File: config.mk
export PLATFORM = sky130hd
export DESIGN_NAME = bad_back
export DESIGN_NICKNAME = d
export VERILOG_FILES = /design/src/design/block_average_downscale_assert.svh /design/src/design/bad_pkg.sv /design/src/design/bad_back.sv
export SDC_FILE = /design/constraint.sdc
export NUM_CORES = 1
export LEC_CHECK = 0
export ABC_AREA = 1
export ABC_CLOCK_PERIOD_IN_PS = 5200
export BUFFER_PORTS_ARGS = -buffer_cell sky130_fd_sc_hd__buf_4
export CAP_MARGIN = 30
export CORE_ASPECT_RATIO = 0.9
export CORE_MARGIN = 2
export CORE_UTILIZATION = 45
export DETAILED_ROUTE_END_ITERATION = 6
export GPL_ROUTABILITY_DRIVEN = 0
export PLACE_DENSITY_LB_ADDON = 0.2
export SLEW_MARGIN = 10
export SYNTH_ARGS = -nofsm -noshare
export SYNTH_HDL_FRONTEND = slang
export SYNTH_SLANG_ARGS = --single-unit
File: constraint.sdc
create_clock -name clk -period 5.2 [get_ports clk]
set_clock_uncertainty 0.2 [all_clocks]
set_input_delay 0.26 -clock clk [delete_from_list [all_inputs] [get_ports clk]]
set_output_delay 0.26 -clock clk [all_outputs]
set_load 0.1 [all_outputs]
File: src/design/block_average_downscale_assert.svh
// Assertion macros for the block average downscaler.
`ifndef BLOCK_AVERAGE_DOWNSCALE_ASSERT_SVH
`define BLOCK_AVERAGE_DOWNSCALE_ASSERT_SVH
`ifndef SYNTHESIS
// Check that cons holds in the same cycle as ante.
`define BAD_ASSERT_IMPLY(label, ck, rn, ante, cons) \
	label: assert property (@(posedge ck) disable iff (!rn) (ante) |-> (cons)) \
		else $error("%m: assertion failed");
// Check that cons holds in the cycle after ante.
`define BAD_ASSERT_NEXT(label, ck, rn, ante, cons) \
	label: assert property (@(posedge ck) disable iff (!rn) (ante) |=> (cons)) \
		else $error("%m: assertion failed");
`else
`define BAD_ASSERT_IMPLY(label, ck, rn, ante, cons)
`define BAD_ASSERT_NEXT(label, ck, rn, ante, cons)
`endif
`endif

File: src/design/bad_pkg.sv
package bad_pkg;

	// Limits fixed by the register and field widths
	localparam int MAX_ICON_COLUMNS  = 256;
	localparam int MAX_SOURCE_SIDE   = 4096;
	localparam int MAX_ICON_ROWS     = 4096;
	localparam int SUM_WIDTH_DEFAULT = 32;

	localparam int DIM_W  = 13;
	localparam int ICW_W  = 9;
	localparam int POS_W  = 12;
	localparam int COL_W  = 8;
	localparam int AREA_W = 25;
	localparam int PIX_W  = 8;

	// Result queue between front and back
	localparam int Q_DEPTH = 4;
	localparam int LVL_W   = $clog2(Q_DEPTH + 1);

	// Configuration register indexes
	localparam int CFG_IDX_W = 8;
	localparam logic [CFG_IDX_W-1:0] REG_SOURCE_COLUMNS = 8'd0;
	localparam logic [CFG_IDX_W-1:0] REG_SOURCE_ROWS    = 8'd1;
	localparam logic [CFG_IDX_W-1:0] REG_ICON_COLUMNS   = 8'd2;
	localparam logic [CFG_IDX_W-1:0] REG_ICON_ROWS      = 8'd3;

	// Frame geometry, clamped registers plus derived block sizes
	typedef struct packed {
		logic [DIM_W-1:0]  scols;
		logic [DIM_W-1:0]  srows;
		logic [ICW_W-1:0]  icols;
		logic [DIM_W-1:0]  irows;
		logic [DIM_W-1:0]  bw;
		logic [DIM_W-1:0]  bh;
		logic [DIM_W-1:0]  lim_x;
		logic [DIM_W-1:0]  lim_y;
		logic [AREA_W-1:0] area;
	} geom_t;

	// Position tag of one finished block
	typedef struct packed {
		logic             done;
		logic [COL_W-1:0] col;
		logic [POS_W-1:0] row;
	} blk_tag_t;

	localparam int TAG_W = $bits(blk_tag_t);

endpackage

File: src/design/bad_back.sv
module bad_back import bad_pkg::*; #(
	parameter int SUM_WIDTH = SUM_WIDTH_DEFAULT
) (
	input  logic                       clk,
	input  logic                       arst_n,
	input  logic [LVL_W-1:0]           q_level,
	input  logic [SUM_WIDTH+TAG_W-1:0] q_head,
	output logic                       q_pop,
	input  logic [AREA_W-1:0]          area,
	output logic                       out_valid,
	input  logic                       out_ready,
	output logic [PIX_W-1:0]           out_mean,
	output blk_tag_t                   out_tag
);

	localparam int CNT_W = $clog2(SUM_WIDTH);

	typedef enum logic [1:0] {
		B_IDLE,
		B_DIV,
		B_HOLD
	} state_t;

	state_t               state_q;
	logic [SUM_WIDTH-1:0] dvd_q;
	logic [AREA_W-1:0]    rem_q;
	logic [PIX_W-1:0]     quo_q;
	logic [CNT_W-1:0]     cnt_q;
	blk_tag_t             tag_q;
	logic                 out_valid_q;
	logic [PIX_W-1:0]     out_mean_q;
	blk_tag_t             out_tag_q;

	logic [AREA_W:0]      t, diff;
	logic                 ge;
	logic                 load_out;

	// One restoring division step; only the low quotient bits are kept
	always_comb begin
		t    = {rem_q, dvd_q[SUM_WIDTH-1]};
		ge   = t >= {1'b0, area};
		diff = t - {1'b0, area};
	end

	assign q_pop    = (state_q == B_IDLE) && (q_level != '0);
	assign load_out = (state_q == B_HOLD) && (!out_valid_q || out_ready);

	// Take a sum from the queue, divide by the block area, hold the mean
	always_ff @(posedge clk or negedge arst_n) begin
		if (!arst_n) begin
			state_q     <= B_IDLE;
			dvd_q       <= '0;
			rem_q       <= '0;
			quo_q       <= '0;
			cnt_q       <= '0;
			tag_q       <= '0;
			out_valid_q <= 1'b0;
			out_mean_q  <= '0;
			out_tag_q   <= '0;
		end else begin
			if (load_out) begin
				out_valid_q <= 1'b1;
			end else if (out_valid_q && out_ready) begin
				out_valid_q <= 1'b0;
			end
			unique case (state_q)
				B_IDLE: begin
					if (q_pop) begin
						dvd_q   <= q_head[TAG_W +: SUM_WIDTH];
						tag_q   <= q_head[TAG_W-1:0];
						rem_q   <= '0;
						quo_q   <= '0;
						cnt_q   <= CNT_W'(SUM_WIDTH - 1);
						state_q <= B_DIV;
					end
				end
				B_DIV: begin
					rem_q <= ge ? diff[AREA_W-1:0] : t[AREA_W-1:0];
					dvd_q <= {dvd_q[SUM_WIDTH-2:0], 1'b0};
					quo_q <= {quo_q[PIX_W-2:0], ge};
					cnt_q <= cnt_q - CNT_W'(1);
					if (cnt_q == '0) begin
						state_q <= B_HOLD;
					end
				end
				B_HOLD: begin
					if (load_out) begin
						out_mean_q <= quo_q;
						out_tag_q  <= tag_q;
						state_q    <= B_IDLE;
					end
				end
				default: state_q <= B_IDLE;
			endcase
		end
	end

	assign out_valid = out_valid_q;
	assign out_mean  = out_mean_q;
	assign out_tag   = out_tag_q;

endmodule

==> results_dict.tcl, run 1 <==
set metrics [dict create \
    outcome "finished clean" \
    hold_violations 0 \
    syn-mean-instance-area_um2 7.35 \
    design_area_um2 9100 \
    ant_nets 0 \
    cellLeakagePower_nw 5.03 \
    die_x_um 138 \
    clock-root-buffer "clkbuf_16" \
    clk_path_buf_depth 2 \
    hold_path_class "in -> reg" \
    grt_pass1_wl_um 30100 \
    syn_inst 990 \
    drt_first_pass_iters 6 \
    insertion_delay_ns 0.42 \
    num_antenna_cells 0 \
    synthTopCellsByArea "dfrtp_1 (42%), nand2_1 (17%), inv_1 (10%), ha_1 (4.6%), a221oi_1 (3.4%)" \
    drcViolationCount 0 \
    rsz0062_at_grt "false" \
    period_needed_ns 3.11 \
    grt.total_usage_pct 21.5 \
    pre_cts_slack_ns 2.10 \
    port_buffers 114 \
    start_util_pct 45.6 \
    grt_max_degree 93 \
    drv_cap 0 \
    core.rowCount 44 \
    cp.required_ns 5.30 \
    final_nets 1230 \
    cts.clk_slew.worst_paths_ns 0.06 \
    dp_hpwl_um 12200 \
    cts_tree "done" \
    synth_top_area_share_pct 42.3 \
    timing.setup.critical_path_class "reg -> reg" \
    netlist_area_um2 7270 \
    htree_levels 4 \
    viasPerCell 4.90 \
    post_cts_resized 0 \
    cts.sinks 123 \
    critPathMaxFanout 26 \
    worst-slew-pin-transition_ns 0.910 \
    synth_seq_cells 123 \
    via_count 6560 \
    layout-drive-gt1-share_pct 15.6 \
    synth_cell_types 36 \
    finalSetupViolCount 0 \
    first_iter_violations 463 \
    dieHeight_um 125 \
    num_io_pins 115 \
    report.final.slew_viol_count 0 \
    netlist.top_cell.by_area "dfrtp_1" \
    coreArea_um2 16000 \
    routed_wl_um 17900 \
    post-route-period-util_pct 59.8 \
    grt_pass1_vias 6161 \
    fin_tns_setup_ns 0 \
    die_area_um2 17200 \
    p_per_area_nw_per_um2 604 \
    antenna_found_initial 0 \
    syn-num-nets 1102 \
    final_cell_mix "nand2_1 (326), inv_1 (195), dfrtp_1 (123)" \
    ir_drop_mv 0.341 \
    yosysWarnings 0 \
    numCtsBuffers 17 \
    area_growth_pct 25.1 \
    start_kind "flop" \
    cp.arrival_ns 3.21 \
    globalRouteOverflowTotal 0 \
    max_freq_mhz 322 \
    place_area_um2 8270 \
    worst_slack_ns 2.09 \
    worstSetupEndpointType "flop" \
    relSlewSlack_pct 39.4 \
    p_total_mw 5.50 \
    wl_per_cell_um 13.4 \
    yosysSeqAreaShare_pct 42.3 \
    final_common_cell "nand2_1" \
]
## flip-flops by register name, indices dropped and copies added, names as in the netlist
name / count
cnt_q: 5
dvd_q: 32
out_mean: 8
out_tag: 21
out_valid: 1
quo_q: 8
rem_q: 25
state_q: 2
tag_q: 21
## cells by family after synthesis
| kind of cell | Yosys count | synth area share, % |
|---|---|---|
| flops | 123 | 42.3 |
| mux | 8 | 1.24 |
| buf+inv | 236 | 12.7 |
| fa+ha+maj | 28 | 4.92 |
| simple gates | 481 | 28.4 |
| xor+xnor | 12 | 1.44 |
| compound gates | 102 | 9.06 |
## per-layer routing
metal	up-vias	track usage (%)	wire, µm
met5	-	0	0
met4	0	5.52	126
met3	12	5.46	1110
met2	164	32.0	7820
met1	3006	31.3	8880
li1	3378	-	-
## final cells by class
cell class	count	area, µm²
multi-input cells	631	3290
repair buffers	147	1190
well taps	207	259
inverters	198	743
fillers	1511	6860
clock inverters	14	111
clock buffers	18	429
flip-flops and latches	123	3080
## stage by stage
stage | hold slack (ns) | std cells | utilization (%)
global route | 0.00840 | 1338 | 57.0
detailed placement | 0.258 | 1278 | 51.8
finish | 0.00702 | 1338 | 57.0
CTS | 0.00292 | 1337 | 56.8
global placement | 0.257 | 1278 | 51.8
floorplan | -0.236 | 990 | -
## what timing repair did
item | 4_1_cts | 5_1_grt
buffers inserted | 0 | 0
endpoints found under the hold margin | 99 | 0
hold buffers | 27 | 0
setup endpoints to repair | 0 | 0
## critical path, stage by stage (launching register included)
cell	delay [ns]
dfrtp_1	0.40
ha_1	0.34
nand2_1	0.15
inv_2	0.05
a21oi_1	0.18
nand2_1	0.13
a21oi_4	0.62
nand3_4	0.46
nand2_1	0.27
nand2_1	0.07
nand2_1	0.06
nand2_1	0.06
## worst paths after layout
check / from / to / slack (ns) / cells after the start
max in group asynchronous: arst_n / dvd_q[2]$_DFFE_PN0P_ / 3.53 / 4
setup / recovery: rem_q[16]$_DFFE_PN0P_ / rem_q[21]$_DFFE_PN0P_ / 2.09 / 11
setup reg to reg: rem_q[16]$_DFFE_PN0P_ / rem_q[21]$_DFFE_PN0P_ / 2.09 / 11
hold / removal: q_head[33] / dvd_q[12]$_DFFE_PN0P_ / 0.007 / 3
min in group asynchronous: arst_n / rem_q[10]$_DFFE_PN0P_ / 0.04 / 2
hold reg to reg: tag_q[10]$_DFFE_PN0P_ / tag_q[10]$_DFFE_PN0P_ / 0.27 / 2
## cells in the mapped netlist (all sizes together)
library cell / number
o22ai: 8
clkbuf: 19
xor2: 5
nand2: 328
ha: 27
inv: 198
nor3b: 1
nand4: 32
o211ai: 3
or2: 1
a221oi: 28
buf: 19
nand3b: 3
nand3: 48
nor3: 30
and2: 1
o21ai: 44
mux2: 8
dfrtp: 123
nor2: 37
o31ai: 2
fa: 1
a22oi: 1
a21oi: 15
o21a: 1
xnor2: 7
## report_power, final
part           switching (mW)  total, mW  internal (mW)
logic                    1.90       2.85          0.954
registers               0.187       1.55           1.37
clock network           0.470       1.09          0.618
(Power assumes the default switching activity.)
==> run 2, diff against run 1 <==
ABC_CLOCK_PERIOD_IN_PS = 2700   (was 5200)
clock period = 2.7 ns   (was 5.2 ns; I/O delays follow)
==> run 2 against run 1 <==
  * Via count is 2.9% higher
  * Count of clock-buffer cells in the layout rose by 1
  * Cell count increased by 3.2%
  * Routed wire length rose by 4.0%
  * Combinational power is 98% higher
  * Clock power increased by 110%
  * Sequential share of layout area is 1.7 points lower
  * Final area up 5.2%
  * Register-to-register slack lost 1.9 ns
  * Sequential power increased by 94%
  * Largest power group unchanged
==> results_dict.tcl, run 2 (synthesis gave the netlist of run 1 again) <==
set metrics [dict create \
    start_kind "primary input" \
    rr_worst_depth 7 \
    worst_slack_ns 0.225 \
    largest_reg_flops 32 \
    wirelength_met1_um 9160 \
    die_area_um2 17200 \
    period_needed_ns 2.47 \
    layout-drive-gt1-share_pct 15.7 \
    slowest_stage "dlygate4sd3_1" \
    numCtsBuffers 17 \
    hold_violations 0 \
    pre_cts_slack_ns 0.269 \
    p_total_mw 11.0 \
    crit_path_end "rem_q[9]$_DFFE_PN0P_" \
    grt.total_usage_pct 22.5 \
    rsz0062_at_grt "false" \
    clk_path_buf_depth 2 \
    cts.clk_slew.worst_paths_ns 0.06 \
    drcViolationCount 0 \
    r2r_setup_slack_ns 0.24 \
    die_x_um 138 \
    dp_hpwl_um 12700 \
    p_per_area_nw_per_um2 1150 \
    post-route-period-util_pct 91.7 \
    cts_setup_buffers 0 \
    area_growth_pct 31.6 \
    drt_first_pass_iters 5 \
    cts_tree "done" \
    p_switching_mw 4.91 \
    top_layer "met4" \
    max_freq_mhz 404 \
    core.rowCount 44 \
    via_count 6751 \
    crit_chain "dlygate4sd3_1, buf_4, ha_1, fa_1, inv_1, nand3_1, nand3_1, nand2_2, nand3_4, buf_4, nand2_1, nand3_1, nand2_1" \
    holdWs_ns 0.0217 \
    final_cell_mix "nand2_1 (326), inv_1 (195), buf_4 (127)" \
    critPathMaxFanout 19 \
    relSlewSlack_pct 66.5 \
    num_io_pins 115 \
    grt_pass1_wl_um 31600 \
    drv_cap 0 \
    clockPowerShare_pct 21.1 \
    hold_buffers 61 \
    clock-root-buffer "clkbuf_16" \
    routed-wl-met3_um 970 \
    largest_register "dvd_q" \
    antenna_found_initial 0 \
    start_util_pct 45.6 \
    r2r_start "state_q[0]$_DFFE_PN0P_" \
    final_common_cell "nand2_1" \
    grt_pass1_vias 6542 \
    num_antenna_cells 0 \
    crit_top_cell "nand3_1" \
    dieHeight_um 125 \
    dr_wl_met2_um 8310 \
    post_cts_resized 0 \
    port_buffers 114 \
    reg_top3 "dvd_q (32), rem_q (25)" \
    finalSetupViolCount 0 \
    cellLeakagePower_nw 5.24 \
    intPower_mw 6.07 \
    crit_start "area[0]" \
    report.final.slew_viol_count 0 \
    final_nets 1273 \
    globalRouteOverflowTotal 0 \
    wl_per_cell_um 13.5 \
    cp.arrival_ns 2.58 \
    viasPerCell 4.89 \
    cts.sinks 123 \
    hold_path_class "in -> reg" \
    worst-slew-pin-transition_ns 0.503 \
    ant_nets 0 \
    routed_wl_um 18700 \
    grt_max_degree 83 \
    coreArea_um2 16000 \
    post-route-util_pct 60.0 \
    timing.rr.end "tag_q[1]$_DFFE_PN0P_" \
    swShare_pct 44.7 \
    slowest_delay_ns 0.54 \
    insertion_delay_ns 0.41 \
    ir_drop_mv 0.772 \
    htree_levels 4 \
    fin_tns_setup_ns 0 \
    comb_power_share_pct 51.5 \
    outcome "finished clean" \
    cp.required_ns 2.81 \
    timing.setup.critical_path_class "in -> reg" \
    first_iter_violations 437 \
    power_frac_seq_pct 27.4 \
    worstSetupEndpointType "flop" \
]
==> run 2: cell types whose count changed in the layout (fill, tap and decap cells not counted), sizes merged <==
cell,change
dlygate4sd3,+34
inv,-3
clkbuf,+1
clkinvlp,+1
clkinv,-2
buf,+9
bufinv,+3
==> run 2: worst min path at each step <==
stage | start | cells past startpoint | endpoint
3_3_place_gp | arst_n | 2 | rem_q[5]$_DFFE_PN0P_
4_1_cts | q_level[2] | 5 | dvd_q[0]$_DFFE_PN0P_
6_report | q_level[2] | 5 | dvd_q[0]$_DFFE_PN0P_
3_5_place_dp | arst_n | 2 | rem_q[6]$_DFFE_PN0P_
5_1_grt | q_level[2] | 5 | dvd_q[0]$_DFFE_PN0P_
2_1_floorplan | arst_n | 0 | cnt_q[0]$_DFFE_PN0P_
==> run 2: cell type report <==
cell class	instances	area [µm²]
inverters	198	743
clock buffers	19	433
fillers	1474	6390
clock inverters	13	166
multi-input cells	631	3290
well taps	207	259
repair buffers	190	1600
flip-flops and latches	123	3080
==> run 2: layer usage <==
layer | global-route usage [%] | vias up
met5 | 0 | -
met4 | 6.06 | 0
met3 | 4.92 | 21
met2 | 34.6 | 176
met1 | 32.2 | 3091
li1 | - | 3463
==> run 2: worst max-delay path, delay by kind of cell <==
kind	cells	cell delay (ns)
buf+inv	4	1.01
simple gates	7	0.78
fa+ha+maj	2	0.64
==> run 2: power by group through the flow <==
stage	combinational (mW)	sequential [mW]	clock, mW
after floorplan	3.76	3.50	0
after global placement	5.45	2.99	0
after detailed placement	5.54	3.02	0
after CTS	5.66	3.01	2.36
after global routing	6.40	3.09	2.47
final	5.65	3.00	2.32
==> run 2: through the flow <==
stage	instance area (µm²)	cells
CTS	9580	1381
floorplan	7270	990
global placement	8370	1288
detailed placement	8370	1288
finish	9580	1381
global route	9580	1381
==> run 3, diff against run 2 <==
CTS_BUF_LIST = sky130_fd_sc_hd__clkbuf_4   (was default)
==> run 3 against run 2 <==
  * Count of clock-buffer cells in the layout stayed put
  * Die area stayed put
  * Critical path depth is 6 lower
  * First-iteration DRC count is 9.4% higher
  * Final area is 1.3% lower
  * Core utilization is 0.78 points lower
  * Routed wire length is 2.4% higher
  * Cell count is 1.2% higher
  * Setup slack worse by 0.10 ns
  * Via count is 1.1% higher
  * Clock power is 38% lower
  * Largest cell class unchanged
  * Largest power group unchanged
  * Highest routed layer unchanged
==> results_dict.tcl, run 3 (synthesis gave the netlist of run 1 again) <==
set metrics [dict create \
    outcome "finished clean" \
    drt_first_pass_iters 5 \
    final_common_cell "nand2_1" \
    crit_chain "nor2_2, o31ai_4, dlygate4sd3_1, buf_4, nand2_1, nand2_1, dlygate4sd3_1" \
    reg_top3 "dvd_q (32), rem_q (25)" \
    grt_pass1_vias 6622 \
    die_area_um2 17200 \
    hold_path_class "in -> reg" \
    drv_cap 0 \
    globalRouteOverflowTotal 0 \
    final_nets 1289 \
    cts_tree "done" \
    start_util_pct 45.6 \
    cts_setup_buffers 0 \
    min_path_cells 8 \
    report.final.slew_viol_count 0 \
    num_io_pins 115 \
    period_needed_ns 2.58 \
    largest_reg_flops 32 \
    timing.setup.critical_path_class "reg -> reg" \
    p_total_mw 10.2 \
    cp.arrival_ns 2.82 \
    cts.sinks 123 \
    hold_violations 0 \
    path_buf_inv 3 \
    grt_pass1_wl_um 32000 \
    htree_levels 4 \
    holdWs_ns 0.0480 \
    ant_nets 0 \
    fin_tns_setup_ns 0 \
    start_kind "flop" \
    slowest_delay_ns 0.57 \
    coreArea_um2 16000 \
    r2r_setup_slack_ns 0.12 \
    grt.total_usage_pct 22.8 \
    final_cell_mix "nand2_1 (326), inv_1 (195), buf_4 (127)" \
    area_growth_pct 29.9 \
    first_iter_violations 478 \
    grt_max_degree 83 \
    clk_path_buf_depth 2 \
    antenna_found_initial 1 \
    slowest_stage "dlygate4sd3_1" \
    max_freq_mhz 388 \
    p_per_area_nw_per_um2 1080 \
    rsz0062_at_grt "false" \
    dp_hpwl_um 12700 \
    viasPerCell 4.88 \
    cts.clk_slew.worst_paths_ns 0.12 \
    layout-drive-gt1-share_pct 15.7 \
    relSlewSlack_pct 66.3 \
    dieHeight_um 125 \
    die_x_um 138 \
    post-route-period-util_pct 95.5 \
    wl_per_cell_um 13.7 \
    cellLeakagePower_nw 5.18 \
    cp.depth 7 \
    clock-root-buffer "clkbuf_4" \
    worstSetupEndpointType "flop" \
    port_buffers 114 \
    numCtsBuffers 17 \
    crit_family "buffers and inverters" \
    drcViolationCount 0 \
    rr_worst_depth 7 \
    critPathMaxFanout 39 \
    largest_register "dvd_q" \
    insertion_delay_ns 0.55 \
    worst-slew-pin-transition_ns 0.505 \
    via_count 6828 \
    finalSetupViolCount 0 \
    routed_wl_um 19100 \
    cp.required_ns 2.94 \
    core.rowCount 44 \
    ir_drop_mv 0.678 \
]
[run 3: final timing paths]
check / to / from
worst max-delay path: tag_q[12]$_DFFE_PN0P_ / state_q[0]$_DFFE_PN0P_
worst min-delay path: rem_q[24]$_DFFE_PN0P_ / area[24]
worst max register to register: tag_q[12]$_DFFE_PN0P_ / state_q[0]$_DFFE_PN0P_
worst min register to register: out_tag[4]$_DFFE_PN0P_ / out_tag[4]$_DFFE_PN0P_
max in group asynchronous: dvd_q[10]$_DFFE_PN0P_ / arst_n
min in group asynchronous: out_tag[15]$_DFFE_PN0P_ / arst_n
[run 3: power by group]
group	switching, mW	leakage (nW)	total (mW)	internal, mW
Clock	0.765	0.160	1.43	0.670
Combinational	3.72	3.53	5.80	2.08
Sequential	0.375	1.49	3.00	2.62
Total	4.86	5.18	10.2	5.37
[run 3: routing by layer]
| layer | GRT usage (%) | share of wire (%) |
|---|---|---|
| met1 | 32.5 | 50 |
| met2 | 35.4 | 45 |
| met3 | 4.84 | 4.5 |
| met4 | 6.24 | 1.1 |
| met5 | 0 | 0 |
[run 3: worst register-to-register path, delay by kind of cell (launching register included)]
family / cells / cell delay, ns
AND/OR/NAND/NOR: 3 / 0.36
AO/OA/AOI/OAI: 1 / 0.10
buffers and inverters: 3 / 1.40
flip-flops: 1 / 0.42
[run 3: stage by stage]
step	area (µm²)	setup WS [ns]	std cells	util, %
global placement	8370	0.326	1288	52.4
finish	9450	0.122	1398	59.2
global route	9450	0.0216	1398	59.2
CTS	9450	0.0972	1397	59.2
detailed placement	8370	0.269	1288	52.4
floorplan	7270	0.452	990	-
[run 3: final cells by class]
cell class / instances / area (µm²)
inverters: 198 / 743
fillers: 1506 / 6520
repair buffers: 206 / 1760
clock inverters: 13 / 166
clock buffers: 19 / 143
diodes: 1 / 2.50
multi-input cells: 631 / 3290
well taps: 207 / 259
flip-flops and latches: 123 / 3080
[run 3: what timing repair did]
item                                   4_1_cts  5_1_grt
hold buffers                                77        0
setup endpoints to repair                    0        7
gates resized for setup                      0        1
endpoints found under the hold margin      184        0
