### src/design/block_average_downscale_assert.svh
// Assertion macros for the block average downscaler.
`ifndef BLOCK_AVERAGE_DOWNSCALE_ASSERT_SVH
`define BLOCK_AVERAGE_DOWNSCALE_ASSERT_SVH
`ifndef SYNTHESIS
// Check that cons holds in the same cycle as ante.
`define BAD_ASSERT_IMPLY(label, ck, rn, ante, cons) \
	label: assert property (@(posedge ck) disable iff (!rn) (ante) |-> (cons)) \
		else $error("%m: assertion failed");
// Check that cons holds in the cycle after ante.
`define BAD_ASSERT_NEXT(label, ck, rn, ante, cons) \
	label: assert property (@(posedge ck) disable iff (!rn) (ante) |=> (cons)) \
		else $error("%m: assertion failed");
`else
`define BAD_ASSERT_IMPLY(label, ck, rn, ante, cons)
`define BAD_ASSERT_NEXT(label, ck, rn, ante, cons)
`endif
`endif

### src/design/bad_pkg.sv
package bad_pkg;

	// Limits fixed by the register and field widths
	localparam int MAX_ICON_COLUMNS  = 256;
	localparam int MAX_SOURCE_SIDE   = 4096;
	localparam int MAX_ICON_ROWS     = 4096;
	localparam int SUM_WIDTH_DEFAULT = 32;

	localparam int DIM_W  = 13;
	localparam int ICW_W  = 9;
	localparam int POS_W  = 12;
	localparam int COL_W  = 8;
	localparam int AREA_W = 25;
	localparam int PIX_W  = 8;

	// Result queue between front and back
	localparam int Q_DEPTH = 4;
	localparam int LVL_W   = $clog2(Q_DEPTH + 1);

	// Configuration register indexes
	localparam int CFG_IDX_W = 8;
	localparam logic [CFG_IDX_W-1:0] REG_SOURCE_COLUMNS = 8'd0;
	localparam logic [CFG_IDX_W-1:0] REG_SOURCE_ROWS    = 8'd1;
	localparam logic [CFG_IDX_W-1:0] REG_ICON_COLUMNS   = 8'd2;
	localparam logic [CFG_IDX_W-1:0] REG_ICON_ROWS      = 8'd3;

	// Frame geometry, clamped registers plus derived block sizes
	typedef struct packed {
		logic [DIM_W-1:0]  scols;
		logic [DIM_W-1:0]  srows;
		logic [ICW_W-1:0]  icols;
		logic [DIM_W-1:0]  irows;
		logic [DIM_W-1:0]  bw;
		logic [DIM_W-1:0]  bh;
		logic [DIM_W-1:0]  lim_x;
		logic [DIM_W-1:0]  lim_y;
		logic [AREA_W-1:0] area;
	} geom_t;

	// Position tag of one finished block
	typedef struct packed {
		logic             done;
		logic [COL_W-1:0] col;
		logic [POS_W-1:0] row;
	} blk_tag_t;

	localparam int TAG_W = $bits(blk_tag_t);

endpackage

### src/design/bad_queue.sv
module bad_queue import bad_pkg::*; #(
	parameter int WIDTH = 8
) (
	input  logic             clk,
	input  logic             arst_n,
	input  logic             push,
	input  logic [WIDTH-1:0] push_data,
	input  logic             pop,
	output logic [WIDTH-1:0] head,
	output logic [LVL_W-1:0] level
);

	localparam int PTR_W = $clog2(Q_DEPTH);

	logic [WIDTH-1:0] slot_q [Q_DEPTH];
	logic [PTR_W-1:0] wr_ptr_q, rd_ptr_q;
	logic [LVL_W-1:0] level_q;

	// Store pushed entries
	always_ff @(posedge clk) begin
		if (push) begin
			slot_q[wr_ptr_q] <= push_data;
		end
	end

	// Track pointers and fill level
	always_ff @(posedge clk or negedge arst_n) begin
		if (!arst_n) begin
			wr_ptr_q <= '0;
			rd_ptr_q <= '0;
			level_q  <= '0;
		end else begin
			if (push) begin
				wr_ptr_q <= wr_ptr_q + PTR_W'(1);
			end
			if (pop) begin
				rd_ptr_q <= rd_ptr_q + PTR_W'(1);
			end
			if (push && !pop) begin
				level_q <= level_q + LVL_W'(1);
			end else if (pop && !push) begin
				level_q <= level_q - LVL_W'(1);
			end
		end
	end

	assign head  = slot_q[rd_ptr_q];
	assign level = level_q;

endmodule

### config.mk
export PLATFORM = sky130hd
export DESIGN_NAME = bad_queue
export DESIGN_NICKNAME = d
export VERILOG_FILES = /design/src/design/block_average_downscale_assert.svh /design/src/design/bad_pkg.sv /design/src/design/bad_queue.sv
export SDC_FILE = /design/constraint.sdc
export NUM_CORES = 1
export LEC_CHECK = 0
export BUFFER_PORTS_ARGS = -buffer_cell sky130_fd_sc_hd__buf_2
export CELL_PAD_IN_SITES_DETAIL_PLACEMENT = 0
export CELL_PAD_IN_SITES_GLOBAL_PLACEMENT = 1
export CORE_MARGIN = 2
export CORE_UTILIZATION = 50
export CTS_BUF_LIST = sky130_fd_sc_hd__clkbuf_8
export DETAILED_ROUTE_END_ITERATION = 7
export PLACE_DENSITY = 0.88
export SLEW_MARGIN = 25
export SYNTH_ARGS = -nofsm -noshare
export SYNTH_HDL_FRONTEND = slang
export SYNTH_SLANG_ARGS = --single-unit
export TNS_END_PERCENT = 50
### constraint.sdc
create_clock -name clk -period 1.49 [get_ports clk]
set_clock_uncertainty 0.1 [all_clocks]
set_input_delay 0.0745 -clock clk [delete_from_list [all_inputs] [get_ports clk]]
set_output_delay 0.0745 -clock clk [all_outputs]
set_load 0.02 [all_outputs]
==> out/summary.json, run 1 <==
{
  "status": {"value": "complete, but fails checks"},
  "failed_checks": {"value": "setup timing"},
  "number_of_global_route_vias_before_repair": {"value": 865},
  "slew-limit-headroom": {"value": 72.1, "unit": "%"},
  "drt-wirelength-per-cell": {"value": 15.8, "unit": "µm"},
  "dp.final_hpwl": {"value": 1740, "unit": "µm"},
  "seqPwrFrac": {"value": 41.3, "unit": "%"},
  "gr-total-overflow": {"value": 0},
  "detail-route-antenna-nets": {"value": 0},
  "fillCellCount": {"value": 192},
  "cp-start-kind": {"value": "register"},
  "area_delta_synth_final": {"value": 31.4, "unit": "%"},
  "grt_setup_unrepaired": {"value": "yes"},
  "cp.required": {"value": 1.32, "unit": "ns"},
  "globalRouteTotalUtil": {"value": 16.9, "unit": "%"},
  "mappedNetlistArea": {"value": 0.00154, "unit": "mm²"},
  "reg2reg_slack": {"value": 0.03, "unit": "ns"},
  "post_route_cells_drive_above_1_share": {"value": 41.1, "unit": "%"},
  "timing_worst_slew_pin_value": {"value": 0.419, "unit": "ns"},
  "initial_antenna_violation_count": {"value": 0},
  "die_height": {"value": 59.4, "unit": "µm"},
  "yosysUniqueCellTypes": {"value": 15},
  "minimum_clock_period_after_layout": {"value": 1.64, "unit": "ns"},
  "initial_utilization": {"value": 51.6, "unit": "%"},
  "clk_path_buf_depth": {"value": 2},
  "vdd_drop_max": {"value": 967, "unit": "µV"},
  "tritoncts.num_buffers": {"value": 5},
  "finalSetupViolations": {"value": 8},
  "worst_r2r_endpoint": {"value": "level[2]$_DFFE_PN0P_"},
  "arrival": {"value": 1.47, "unit": "ns"},
  "critPathCapture": {"value": "head[0]"},
  "rr_worst_depth": {"value": 4},
  "switching_power": {"value": 1.18, "unit": "mW"},
  "netlist.top_cell.by_area": {"value": "sky130_fd_sc_hd__edfxtp_1"},
  "floorplan.die.width": {"value": 59.4, "unit": "µm"},
  "core.rowCount": {"value": 20},
  "yosysSeqAreaShare": {"value": 74.0, "unit": "%"},
  "end_kind": {"value": "primary output"},
  "critPathKind": {"value": "register to primary output"},
  "power.static_leakage": {"value": 0.800, "unit": "nW"},
  "crit_path_max_fanout": {"value": 5},
  "clkPwrFrac": {"value": 22.6, "unit": "%"},
  "hold_class": {"value": "primary input to register"},
  "grt_start_max_net_pins": {"value": 13},
  "post_synth_inst_count": {"value": 74},
  "synth_top_area_share": {"value": 62.6, "unit": "%"},
  "pwr-share-comb": {"value": 36.1, "unit": "%"},
  "vias": {"value": 795},
  "register_area": {"value": 0.00114, "unit": "mm²"},
  "gpl.final_weighted_congestion": {"value": 0.634},
  "final.setup.worst_slack": {"value": -0.152, "unit": "ns"},
  "floorplan.die_area": {"value": 0.00353, "unit": "mm²"},
  "timing_hold_violations_final": {"value": 0},
  "n_antenna_cell": {"value": 0},
  "power.density_cell_area": {"value": 1950, "unit": "mW/mm²"},
  "layout_worst_path_cycle_share": {"value": 110, "unit": "%"},
  "floorplan.core_area": {"value": 0.00298, "unit": "mm²"},
  "multiInputGateArea": {"value": 368, "unit": "µm²"},
  "clock_tree_from_tritoncts": {"value": "yes"},
  "placed_cells_incl_taps": {"value": 138},
  "io-pin-count": {"value": 23},
  "maxCapViolations": {"value": 0},
  "grt_first_pass_wirelength": {"value": 3980, "unit": "µm"},
  "synthesis.nets": {"value": 92},
  "synth.yosys.warnings": {"value": 0},
  "stdcell_count": {"value": 157},
  "clock.fmax": {"value": 0.609, "unit": "GHz"},
  "num-nets-final": {"value": 141},
  "routed_wl": {"value": 2470, "unit": "µm"},
  "ctsRootBufferMaster": {"value": "sky130_fd_sc_hd__clkbuf_8"},
  "path_clk_slew": {"value": 0.07, "unit": "ns"},
  "critPathLaunch": {"value": "rd_ptr_q[0]$_DFFE_PN0P_"},
  "detail_route.iter0.violations": {"value": 24},
  "drt_drc_violations_left": {"value": 0},
  "cell_internal_pwr": {"value": 2.75, "unit": "mW"},
  "insertion_delay": {"value": 0.28, "unit": "ns"},
  "detail_route.vias_per_cell": {"value": 5.06},
  "placement.io_buffers": {"value": 22},
  "swShare": {"value": 30.1, "unit": "%"},
  "worst_hold_slack": {"value": 0.0157, "unit": "ns"},
  "finalMaxSlewViolations": {"value": 0},
  "cts.htree.levels": {"value": 2},
  "worstReg2RegStart": {"value": "level[0]$_DFFE_PN0P_"},
  "postSynthRegisterBits": {"value": 39},
  "detailedRoute.firstPassIterationCount": {"value": 4},
  "clock-sinks": {"value": 39},
  "synth_top_cells_by_area": {"value": "sky130_fd_sc_hd__edfxtp_1, sky130_fd_sc_hd__mux4_2, sky130_fd_sc_hd__dfrtp_1"},
  "syn-mean-instance-area": {"value": 20.7, "unit": "µm²"}
}
## worst min path at each step
stage | slack (ns) | end | depth (start not counted) | start
2_1_floorplan | -0.32 | level[0]$_DFFE_PN0P_ | 0 | arst_n
3_3_place_gp | -0.19 | level[2]$_DFFE_PN0P_ | 1 | arst_n
3_5_place_dp | -0.18 | level[2]$_DFFE_PN0P_ | 1 | arst_n
4_1_cts | 0.01 | wr_ptr_q[0]$_DFFE_PN0P_ | 3 | push
5_1_grt | 0.03 | wr_ptr_q[0]$_DFFE_PN0P_ | 3 | push
6_report | 0.02 | wr_ptr_q[0]$_DFFE_PN0P_ | 3 | push
## flip-flops by register name, summed over array words and instances (netlist names)
| register | flops |
|---|---|
| rd_ptr_q | 2 |
| wr_ptr_q | 2 |
| level | 3 |
| slot_q | 32 |
## cell type report
class | instances | area share, %
Sequential cell | 39 | 56.3
Timing Repair Buffer | 44 | 16.8
Clock inverter | 2 | 1.74
Multi-Input combinational cell | 29 | 18.2
Tap cell | 33 | 2.05
Clock buffer | 6 | 4.09
Inverter | 4 | 0.744
## worst max-delay path, stage by stage (launching register included)
cell	delay (ns)
sky130_fd_sc_hd__dfrtp_1	0.38
sky130_fd_sc_hd__buf_6	0.14
sky130_fd_sc_hd__mux4_2	0.51
sky130_fd_sc_hd__buf_6	0.15
## cells in the final DEF (no fill, tap or decap), drive strengths merged, types with 4 or more instances in the layout
cell type,n
mux4,8
dfrtp,7
dlygate4sd3,10
ha,5
xor2,4
and2,4
edfxtp,32
clkbuf,6
buf,34
inv,4
## metrics by stage
step                instance area (µm²)  setup WS, ns  setup TNS [ns]  power, mW  util (%)
finish                             2020        -0.152           -1.14       3.93      67.7
global route                       2020        -0.226           -1.70       4.14      67.7
CTS                                2020        -0.168           -1.26       3.98      67.7
detailed placement                 1750      -0.00174        -0.00174       2.90      58.9
global placement                   1750        0.0837               0       2.85      58.9
floorplan                          1540        0.0124               0       2.46         -
## cell usage after synthesis
cell and number:
sky130_fd_sc_hd__and2_1 4, sky130_fd_sc_hd__buf_2 1, sky130_fd_sc_hd__buf_6 1, sky130_fd_sc_hd__dfrtp_1 7
sky130_fd_sc_hd__edfxtp_1 32, sky130_fd_sc_hd__fa_1 1, sky130_fd_sc_hd__ha_1 5, sky130_fd_sc_hd__inv_1 4
sky130_fd_sc_hd__mux2_2 1, sky130_fd_sc_hd__mux4_2 8, sky130_fd_sc_hd__nand2_1 2, sky130_fd_sc_hd__nor2_1 1
sky130_fd_sc_hd__o21ai_0 1, sky130_fd_sc_hd__xnor2_1 2, sky130_fd_sc_hd__xor2_1 4
## metal layers
metal	track usage (%)	up-vias	wire length, µm
li1	-	374	-
met3	7.21	4	107
met5	0	-	0
met1	19.6	399	996
met4	9.74	0	53
met2	26.2	18	1320
## power groups by stage
stage	logic [mW]	clock network, mW	registers, mW
2_1_floorplan	0.834	0	1.62
3_3_place_gp	1.22	0	1.63
3_5_place_dp	1.26	0	1.64
4_1_cts	1.44	0.913	1.63
5_1_grt	1.52	0.960	1.66
6_report	1.42	0.889	1.62
## cell families (layout without fill, tap and decap cells)
logic type / count (synthesis) / count (layout) / synth area share (%)
and+or+nand+nor: 7 / 7 / 2.36
adders and majority gates: 6 / 6 / 5.38
muxes: 9 / 9 / 12.5
DFF: 39 / 39 / 74.0
xor gates and xnor gates: 6 / 6 / 3.42
AOI/OAI and AO/OA: 1 / 1 / 0.326
buffers and inverters: 6 / 56 / 2.04
## timing repair
item	4_1_cts	5_1_grt
endpoints found under the setup margin	8	9
buffers inserted	1	0
resized for setup	12	0
hold endpoints to repair	41	0
hold buffers	10	0
gates cloned	0	0
Note: power is estimated with default switching activity, not from simulation.
==> inputs of run 2 (changes only) <==
CTS_CLUSTER_SIZE = 28   (was not set)
RECOVER_POWER = 50   (was not set)
==> out/summary.json, run 2 (synthesized netlist as in run 1, its figures left out) <==
{
  "critPathLaunch": {"value": "rd_ptr_q[0]$_DFFE_PN0P_", "change": "unchanged"},
  "slew-limit-headroom": {"value": 72.0, "unit": "%", "change": "was 72.1%"},
  "final.setup.worst_slack": {"value": -0.151, "unit": "ns", "change": "was -0.152 ns"},
  "gpl.final_weighted_congestion": {"value": 0.634, "change": "unchanged"},
  "worst_hold_slack": {"value": 0.0164, "unit": "ns", "change": "was 0.0157 ns"},
  "vdd_drop_max": {"value": 988, "unit": "µV", "change": "was 967 µV"},
  "mostFrequentLayoutCells": {"value": "sky130_fd_sc_hd__edfxtp_1, sky130_fd_sc_hd__dlygate4sd3_1, sky130_fd_sc_hd__buf_4, sky130_fd_sc_hd__clkbuf_1", "change": "was sky130_fd_sc_hd__edfxtp_1, sky130_fd_sc_hd__buf_2, sky130_fd_sc_hd__dlygate4sd3_1, sky130_fd_sc_hd__buf_4, sky130_fd_sc_hd__mux4_2"},
  "status": {"value": "complete, but fails checks", "change": "unchanged"},
  "detail_route.iter0.violations": {"value": 24, "change": "unchanged"},
  "cts.htree.levels": {"value": 2, "change": "unchanged"},
  "path_clk_slew": {"value": 0.07, "unit": "ns", "change": "about the same"},
  "flip_flop_count_of_the_largest_register_after_layout": {"value": 32, "change": "unchanged"},
  "cp_max_stage_delay": {"value": 0.51, "unit": "ns", "change": "about the same"},
  "clock_tree_from_tritoncts": {"value": "yes", "change": "unchanged"},
  "floorplan.core_area": {"value": 0.00298, "unit": "mm²", "change": "unchanged"},
  "n_antenna_cell": {"value": 0, "change": "unchanged"},
  "detailedRoute.firstPassIterationCount": {"value": 4, "change": "unchanged"},
  "vias": {"value": 798, "change": "was 795"},
  "routed_wl": {"value": 2470, "unit": "µm", "change": "about the same"},
  "timing.setup.tns": {"value": -1.14, "unit": "ns", "change": "about the same"},
  "finalCoreUtilization": {"value": 67.4, "unit": "%", "change": "was 67.7%"},
  "cp.required": {"value": 1.32, "unit": "ns", "change": "about the same"},
  "top_family_by_delay_on_critical_path": {"value": "multiplexers", "change": "unchanged"},
  "finalMaxSlewViolations": {"value": 0, "change": "unchanged"},
  "cp_cell_sequence": {"value": "buf_6 -> mux4_2 -> buf_6", "change": "unchanged"},
  "power.static_leakage": {"value": 0.776, "unit": "nW", "change": "was 0.800 nW"},
  "initial_antenna_violation_count": {"value": 0, "change": "unchanged"},
  "maxCapViolations": {"value": 0, "change": "unchanged"},
  "cp-start-kind": {"value": "register", "change": "unchanged"},
  "tritoncts.num_buffers": {"value": 5, "change": "unchanged"},
  "clock.fmax": {"value": 0.609, "unit": "GHz", "change": "about the same"},
  "grt_setup_unrepaired": {"value": "yes", "change": "unchanged"},
  "top_register": {"value": "slot_q", "change": "unchanged"},
  "worstReg2RegStart": {"value": "level[0]$_DFFE_PN0P_", "change": "unchanged"},
  "post_route_cells_drive_above_1_share": {"value": 33.9, "unit": "%", "change": "was 41.1%"},
  "grt_first_pass_wirelength": {"value": 3980, "unit": "µm", "change": "unchanged"},
  "layout_worst_path_cycle_share": {"value": 110, "unit": "%", "change": "about the same"},
  "die_height": {"value": 59.4, "unit": "µm", "change": "unchanged"},
  "io-pin-count": {"value": 23, "change": "unchanged"},
  "multiInputGateArea": {"value": 368, "unit": "µm²", "change": "unchanged"},
  "drt_drc_violations_left": {"value": 0, "change": "unchanged"},
  "timing_hold_violations_final": {"value": 0, "change": "unchanged"},
  "core.rowCount": {"value": 20, "change": "unchanged"},
  "number_of_global_route_vias_before_repair": {"value": 865, "change": "unchanged"},
  "hold_class": {"value": "primary input to register", "change": "unchanged"},
  "clk_path_buf_depth": {"value": 2, "change": "unchanged"},
  "failed_checks": {"value": "setup timing", "change": "unchanged"},
  "power.density_cell_area": {"value": 1960, "unit": "mW/mm²", "change": "was 1950 mW/mm²"},
  "critPathBufInv": {"value": 2, "change": "unchanged"},
  "insertion_delay": {"value": 0.28, "unit": "ns", "change": "about the same"},
  "drt-wirelength-per-cell": {"value": 15.7, "unit": "µm", "change": "was 15.8 µm"},
  "critPathKind": {"value": "register to primary output", "change": "unchanged"},
  "placed_area": {"value": 0.00175, "unit": "mm²", "change": "unchanged"},
  "floorplan.die.width": {"value": 59.4, "unit": "µm", "change": "unchanged"},
  "crit_path_max_fanout": {"value": 5, "change": "unchanged"},
  "grt_start_max_net_pins": {"value": 13, "change": "unchanged"},
  "end_kind": {"value": "primary output", "change": "unchanged"},
  "clock-sinks": {"value": 39, "change": "unchanged"},
  "critical_hold_path_startpoint": {"value": "push", "change": "unchanged"},
  "most_common_library_cell_in_the_layout_ignoring_fill_and_taps": {"value": "sky130_fd_sc_hd__edfxtp_1", "change": "unchanged"},
  "dp.final_hpwl": {"value": 1740, "unit": "µm", "change": "unchanged"},
  "detail_route.vias_per_cell": {"value": 5.08, "change": "was 5.06"},
  "arrival": {"value": 1.47, "unit": "ns", "change": "about the same"},
  "totalPowerFinal": {"value": 3.93, "unit": "mW", "change": "about the same"},
  "cpMaxStageDelayCell": {"value": "sky130_fd_sc_hd__mux4_2", "change": "unchanged"},
  "placement.io_buffers": {"value": 22, "change": "unchanged"},
  "detail-route-antenna-nets": {"value": 0, "change": "unchanged"},
  "timing_worst_slew_pin_value": {"value": 0.419, "unit": "ns", "change": "about the same"},
  "num-nets-final": {"value": 141, "change": "unchanged"},
  "fillCellCount": {"value": 200, "change": "was 192"},
  "area_delta_synth_final": {"value": 30.6, "unit": "%", "change": "was 31.4%"},
  "fin_area": {"value": 0.00201, "unit": "mm²", "change": "was 0.00202 mm²"},
  "finalSetupViolations": {"value": 8, "change": "unchanged"},
  "timing.critical_path.mode_cell": {"value": "sky130_fd_sc_hd__buf_6", "change": "unchanged"},
  "floorplan.die_area": {"value": 0.00353, "unit": "mm²", "change": "unchanged"},
  "globalRouteTotalUtil": {"value": 16.9, "unit": "%", "change": "unchanged"},
  "initial_utilization": {"value": 51.6, "unit": "%", "change": "unchanged"},
  "gr-total-overflow": {"value": 0, "change": "unchanged"},
  "minimum_clock_period_after_layout": {"value": 1.64, "unit": "ns", "change": "about the same"},
  "register_area": {"value": 0.00114, "unit": "mm²", "change": "unchanged"},
  "ctsRootBufferMaster": {"value": "sky130_fd_sc_hd__clkbuf_8", "change": "unchanged"}
}
run 2: worst paths after layout:
| kind | to | slack (ns) | cells past startpoint |
|---|---|---|---|
| hold / removal | wr_ptr_q[0]$_DFFE_PN0P_ | 0.02 | 3 |
| min in group asynchronous | level[2]$_DFFE_PN0P_ | 0.11 | 2 |
| setup / recovery | head[0] | -0.15 | 3 |
| max in group asynchronous | rd_ptr_q[0]$_DFFE_PN0P_ | 0.90 | 2 |
| setup reg to reg | level[2]$_DFFE_PN0P_ | 0.03 | 4 |
| hold reg to reg | level[2]$_DFFE_PN0P_ | 0.37 | 1 |
run 2: power by group:
part	total, mW	internal, mW	switching [mW]
Combinational	1.42	0.746	0.672
Sequential	1.62	1.46	0.163
Clock	0.889	0.541	0.348
Total	3.93	2.75	1.18
run 2: per-stage QoR:
step                setup slack [ns]  instances
floorplan                     0.0124         74
global placement              0.0837        138
detailed placement          -0.00174        138
CTS                           -0.168        157
global route                  -0.226        157
finish                        -0.151        157
run 2: layer usage:
metal,vias to the layer above,track usage (%),wire length [µm]
met4,0,9.74,53
met1,402,19.6,992
met3,4,7.21,107
met2,18,26.2,1320
met5,-,0,0
li1,374,-,-
run 2: layout make-up:
| type | instances | area share [%] |
|---|---|---|
| flip-flops and latches | 39 | 56.6 |
| multi-input cells | 29 | 18.3 |
| repair buffers | 44 | 16.3 |
| clock buffers | 6 | 4.12 |
| well taps | 33 | 2.06 |
| clock inverters | 2 | 1.75 |
| inverters | 4 | 0.749 |
run 2: what timing repair did:
action                     in CTS  in global routing
setup endpoints to repair       8                  9
hold endpoints to repair       41                  0
setup buffers                   1                  0
hold buffers                   10                  0
gates resized for setup        12                  0
run 2: worst min-delay path: cells and delay by family:
family | cells | cell delay (ns)
xor+xnor | 1 | 0.06
buf+inv | 2 | 0.22
==> inputs of run 3 (changes only) <==
CORE_ASPECT_RATIO = 1.1   (was not set)
CORE_MARGIN = not set   (was 2)
GPL_TIMING_DRIVEN = 0   (was not set)
==> out/summary.json, run 3 (synthesized netlist as in run 1, its figures left out) <==
{
  "arrival": {"value": 1.48, "unit": "ns", "change": "was 1.47 ns"},
  "cp_max_stage_delay": {"value": 0.51, "unit": "ns", "change": "about the same"},
  "cp_cell_sequence": {"value": "buf_8 -> mux4_2 -> buf_2", "change": "was buf_6 -> mux4_2 -> buf_6"},
  "core.rowCount": {"value": 20, "change": "unchanged"},
  "drt_drc_violations_left": {"value": 0, "change": "unchanged"},
  "clock_tree_from_tritoncts": {"value": "yes", "change": "unchanged"},
  "tritoncts.num_buffers": {"value": 5, "change": "unchanged"},
  "cp.required": {"value": 1.32, "unit": "ns", "change": "about the same"},
  "hold_class": {"value": "primary input to asynchronous set/reset pin", "change": "was primary input to register"},
  "totalPowerFinal": {"value": 3.48, "unit": "mW", "change": "was 3.93 mW"},
  "area_delta_synth_final": {"value": 24.2, "unit": "%", "change": "was 30.6%"},
  "initial_antenna_violation_count": {"value": 0, "change": "unchanged"},
  "ctsRootBufferMaster": {"value": "sky130_fd_sc_hd__clkbuf_8", "change": "unchanged"},
  "grt_start_max_net_pins": {"value": 12, "change": "was 13"},
  "drt-wirelength-per-cell": {"value": 15.0, "unit": "µm", "change": "was 15.7 µm"},
  "most_common_library_cell_in_the_layout_ignoring_fill_and_taps": {"value": "sky130_fd_sc_hd__edfxtp_1", "change": "unchanged"},
  "grt_setup_unrepaired": {"value": "yes", "change": "unchanged"},
  "grtUsageMet3": {"value": 5.34, "unit": "%", "change": "was 7.21%"},
  "floorplan.core_area": {"value": 0.00285, "unit": "mm²", "change": "was 0.00298 mm²"},
  "crit_path_max_fanout": {"value": 9, "change": "was 5"},
  "post_route_cells_drive_above_1_share": {"value": 28.0, "unit": "%", "change": "was 33.9%"},
  "globalRoute.busiestLayer": {"value": "met2", "change": "unchanged"},
  "grt.met2_usage": {"value": 26.5, "unit": "%", "change": "was 26.2%"},
  "flip_flop_count_of_the_largest_register_after_layout": {"value": 32, "change": "unchanged"},
  "failed_checks": {"value": "setup timing", "change": "unchanged"},
  "detail_route.vias_per_cell": {"value": 5.13, "change": "was 5.08"},
  "critPathKind": {"value": "register to primary output", "change": "unchanged"},
  "grt_first_pass_wirelength": {"value": 3620, "unit": "µm", "change": "was 3980 µm"},
  "slew-limit-headroom": {"value": 73.8, "unit": "%", "change": "was 72.0%"},
  "clk_path_buf_depth": {"value": 2, "change": "unchanged"},
  "layout_worst_path_cycle_share": {"value": 111, "unit": "%", "change": "was 110%"},
  "clock-sinks": {"value": 39, "change": "unchanged"},
  "initial_utilization": {"value": 53.8, "unit": "%", "change": "was 51.6%"},
  "dp.final_hpwl": {"value": 1490, "unit": "µm", "change": "was 1740 µm"},
  "mostFrequentLayoutCells": {"value": "sky130_fd_sc_hd__edfxtp_1, sky130_fd_sc_hd__buf_2, sky130_fd_sc_hd__dlygate4sd3_1, sky130_fd_sc_hd__clkbuf_1, sky130_fd_sc_hd__mux4_2", "change": "was sky130_fd_sc_hd__edfxtp_1, sky130_fd_sc_hd__dlygate4sd3_1, sky130_fd_sc_hd__buf_4, sky130_fd_sc_hd__clkbuf_1"},
  "cts.htree.levels": {"value": 2, "change": "unchanged"},
  "num-nets-final": {"value": 135, "change": "was 141"},
  "vias": {"value": 775, "change": "was 798"},
  "globalRouteTotalUtil": {"value": 17.4, "unit": "%", "change": "was 16.9%"},
  "gr-total-overflow": {"value": 0, "change": "unchanged"},
  "gpl.final_weighted_congestion": {"value": 0.667, "change": "was 0.634"},
  "post-place-ws": {"value": -0.00308, "unit": "ns", "change": "was -0.00174 ns"},
  "detailedRoute.firstPassIterationCount": {"value": 4, "change": "unchanged"},
  "cp-start-kind": {"value": "register", "change": "unchanged"},
  "minimum_clock_period_after_layout": {"value": 1.66, "unit": "ns", "change": "was 1.64 ns"},
  "critPathLaunch": {"value": "rd_ptr_q[0]$_DFFE_PN0P_", "change": "unchanged"},
  "timing.setup.tns": {"value": -1.22, "unit": "ns", "change": "was -1.14 ns"},
  "floorplan.die_area": {"value": 0.00330, "unit": "mm²", "change": "was 0.00353 mm²"},
  "path_clk_slew": {"value": 0.06, "unit": "ns", "change": "was 0.07 ns"},
  "floorplan.die.width": {"value": 54.8, "unit": "µm", "change": "was 59.4 µm"},
  "timing_worst_slew_pin_value": {"value": 0.392, "unit": "ns", "change": "was 0.419 ns"},
  "timing_hold_violations_final": {"value": 0, "change": "unchanged"},
  "insertion_delay": {"value": 0.28, "unit": "ns", "change": "about the same"},
  "number_of_global_route_vias_before_repair": {"value": 773, "change": "was 865"},
  "detail-route-antenna-nets": {"value": 0, "change": "unchanged"},
  "worstReg2RegStart": {"value": "level[0]$_DFFE_PN0P_", "change": "unchanged"},
  "n_antenna_cell": {"value": 0, "change": "unchanged"},
  "io-pin-count": {"value": 23, "change": "unchanged"},
  "finalSetupViolations": {"value": 8, "change": "unchanged"},
  "die_height": {"value": 60.1, "unit": "µm", "change": "was 59.4 µm"},
  "worst_hold_slack": {"value": 0.120, "unit": "ns", "change": "was 0.0164 ns"},
  "status": {"value": "complete, but fails checks", "change": "unchanged"},
  "placement.io_buffers": {"value": 22, "change": "unchanged"},
  "end_kind": {"value": "primary output", "change": "unchanged"},
  "detail_route.iter0.violations": {"value": 17, "change": "was 24"},
  "power.static_leakage": {"value": 0.725, "unit": "nW", "change": "was 0.776 nW"},
  "stdcell_count": {"value": 151, "change": "was 157"},
  "groute.layer.met1.usage": {"value": 20.7, "unit": "%", "change": "was 19.6%"},
  "routed_wl": {"value": 2270, "unit": "µm", "change": "was 2470 µm"},
  "finalMaxSlewViolations": {"value": 0, "change": "unchanged"},
  "power.density_cell_area": {"value": 1830, "unit": "mW/mm²", "change": "was 1960 mW/mm²"},
  "vdd_drop_max": {"value": 1190, "unit": "µV", "change": "was 988 µV"},
  "placed_cells_incl_taps": {"value": 129, "change": "was 138"},
  "final.setup.worst_slack": {"value": -0.165, "unit": "ns", "change": "was -0.151 ns"},
  "clock.fmax": {"value": 0.604, "unit": "GHz", "change": "was 0.609 GHz"},
  "maxCapViolations": {"value": 0, "change": "unchanged"},
  "cpMaxStageDelayCell": {"value": "sky130_fd_sc_hd__mux4_2", "change": "unchanged"},
  "top_register": {"value": "slot_q", "change": "unchanged"}
}
==> run 3: cell types whose count changed in the layout (fill, tap and decap cells not counted), moves of 3 or more <==
cell                            change
sky130_fd_sc_hd__buf_4              -9
sky130_fd_sc_hd__buf_6              -6
sky130_fd_sc_hd__dlygate4sd3_1      +3
sky130_fd_sc_hd__buf_2              +5
sky130_fd_sc_hd__and2_1             -3
sky130_fd_sc_hd__and2_2             +3
sky130_fd_sc_hd__inv_1              +3
==> run 3: path summary, 6_finish.rpt <==
kind | to | slack [ns] | cells past startpoint
max | head[6] | -0.17 | 3
min | rd_ptr_q[0]$_DFFE_PN0P_ | 0.12 | 2
max reg2reg | level[2]$_DFFE_PN0P_ | 0.03 | 4
min reg2reg | level[2]$_DFFE_PN0P_ | 0.39 | 1
max in group asynchronous | wr_ptr_q[0]$_DFFE_PN0P_ | 0.89 | 2
min in group clk | level[0]$_DFFE_PN0P_ | 0.14 | 4
==> run 3: cell type report <==
class / count / area (µm²)
buffer: 2 / 20.0
clock buffer: 5 / 68.8
clock inverter: 3 / 11.3
fill: 214 / 946
inverter: 4 / 15.0
multi-input combinational: 29 / 372
sequential: 39 / 1140
tap: 33 / 41.3
timing repair buffer: 36 / 243
==> run 3: what timing repair did <==
item / in CTS / in global routing
hold buffers: 13 / 0
cloned: 0 / 0
pin swaps: 0 / 1
setup buffers: 1 / 0
endpoints found under the setup margin: 24 / 17
endpoints found under the hold margin: 42 / 0
resized for setup: 3 / 3
==> run 3: stage by stage <==
stage | instance area [µm²] | util [%]
CTS | 1910 | 67.0
finish | 1910 | 66.8
global route | 1910 | 66.8
detailed placement | 1690 | 59.1
floorplan | 1540 | -
global placement | 1690 | 59.1
==> run 3: worst max-delay path, delay by kind of cell, from the launching register on <==
kind / cells / cell delay, ns
DFF: 1 / 0.36
buffers and inverters: 2 / 0.33
muxes: 1 / 0.51
==> run 3: metal layers <==
| layer | vias up | share of wire (%) | routed length (µm) |
|---|---|---|---|
| li1 | 364 | - | - |
| met1 | 387 | 41 | 924 |
| met2 | 19 | 53 | 1210 |
| met3 | 5 | 3.8 | 87 |
| met4 | 0 | 2.1 | 48 |
| met5 | - | 0 | 0 |
==> run 3: report_power, final <==
group          total [mW]  internal [mW]  leakage, nW  switching (mW)
Combinational        1.27          0.593        0.297           0.682
Clock               0.639          0.311       0.0519           0.328
Sequential           1.57           1.46        0.376           0.108
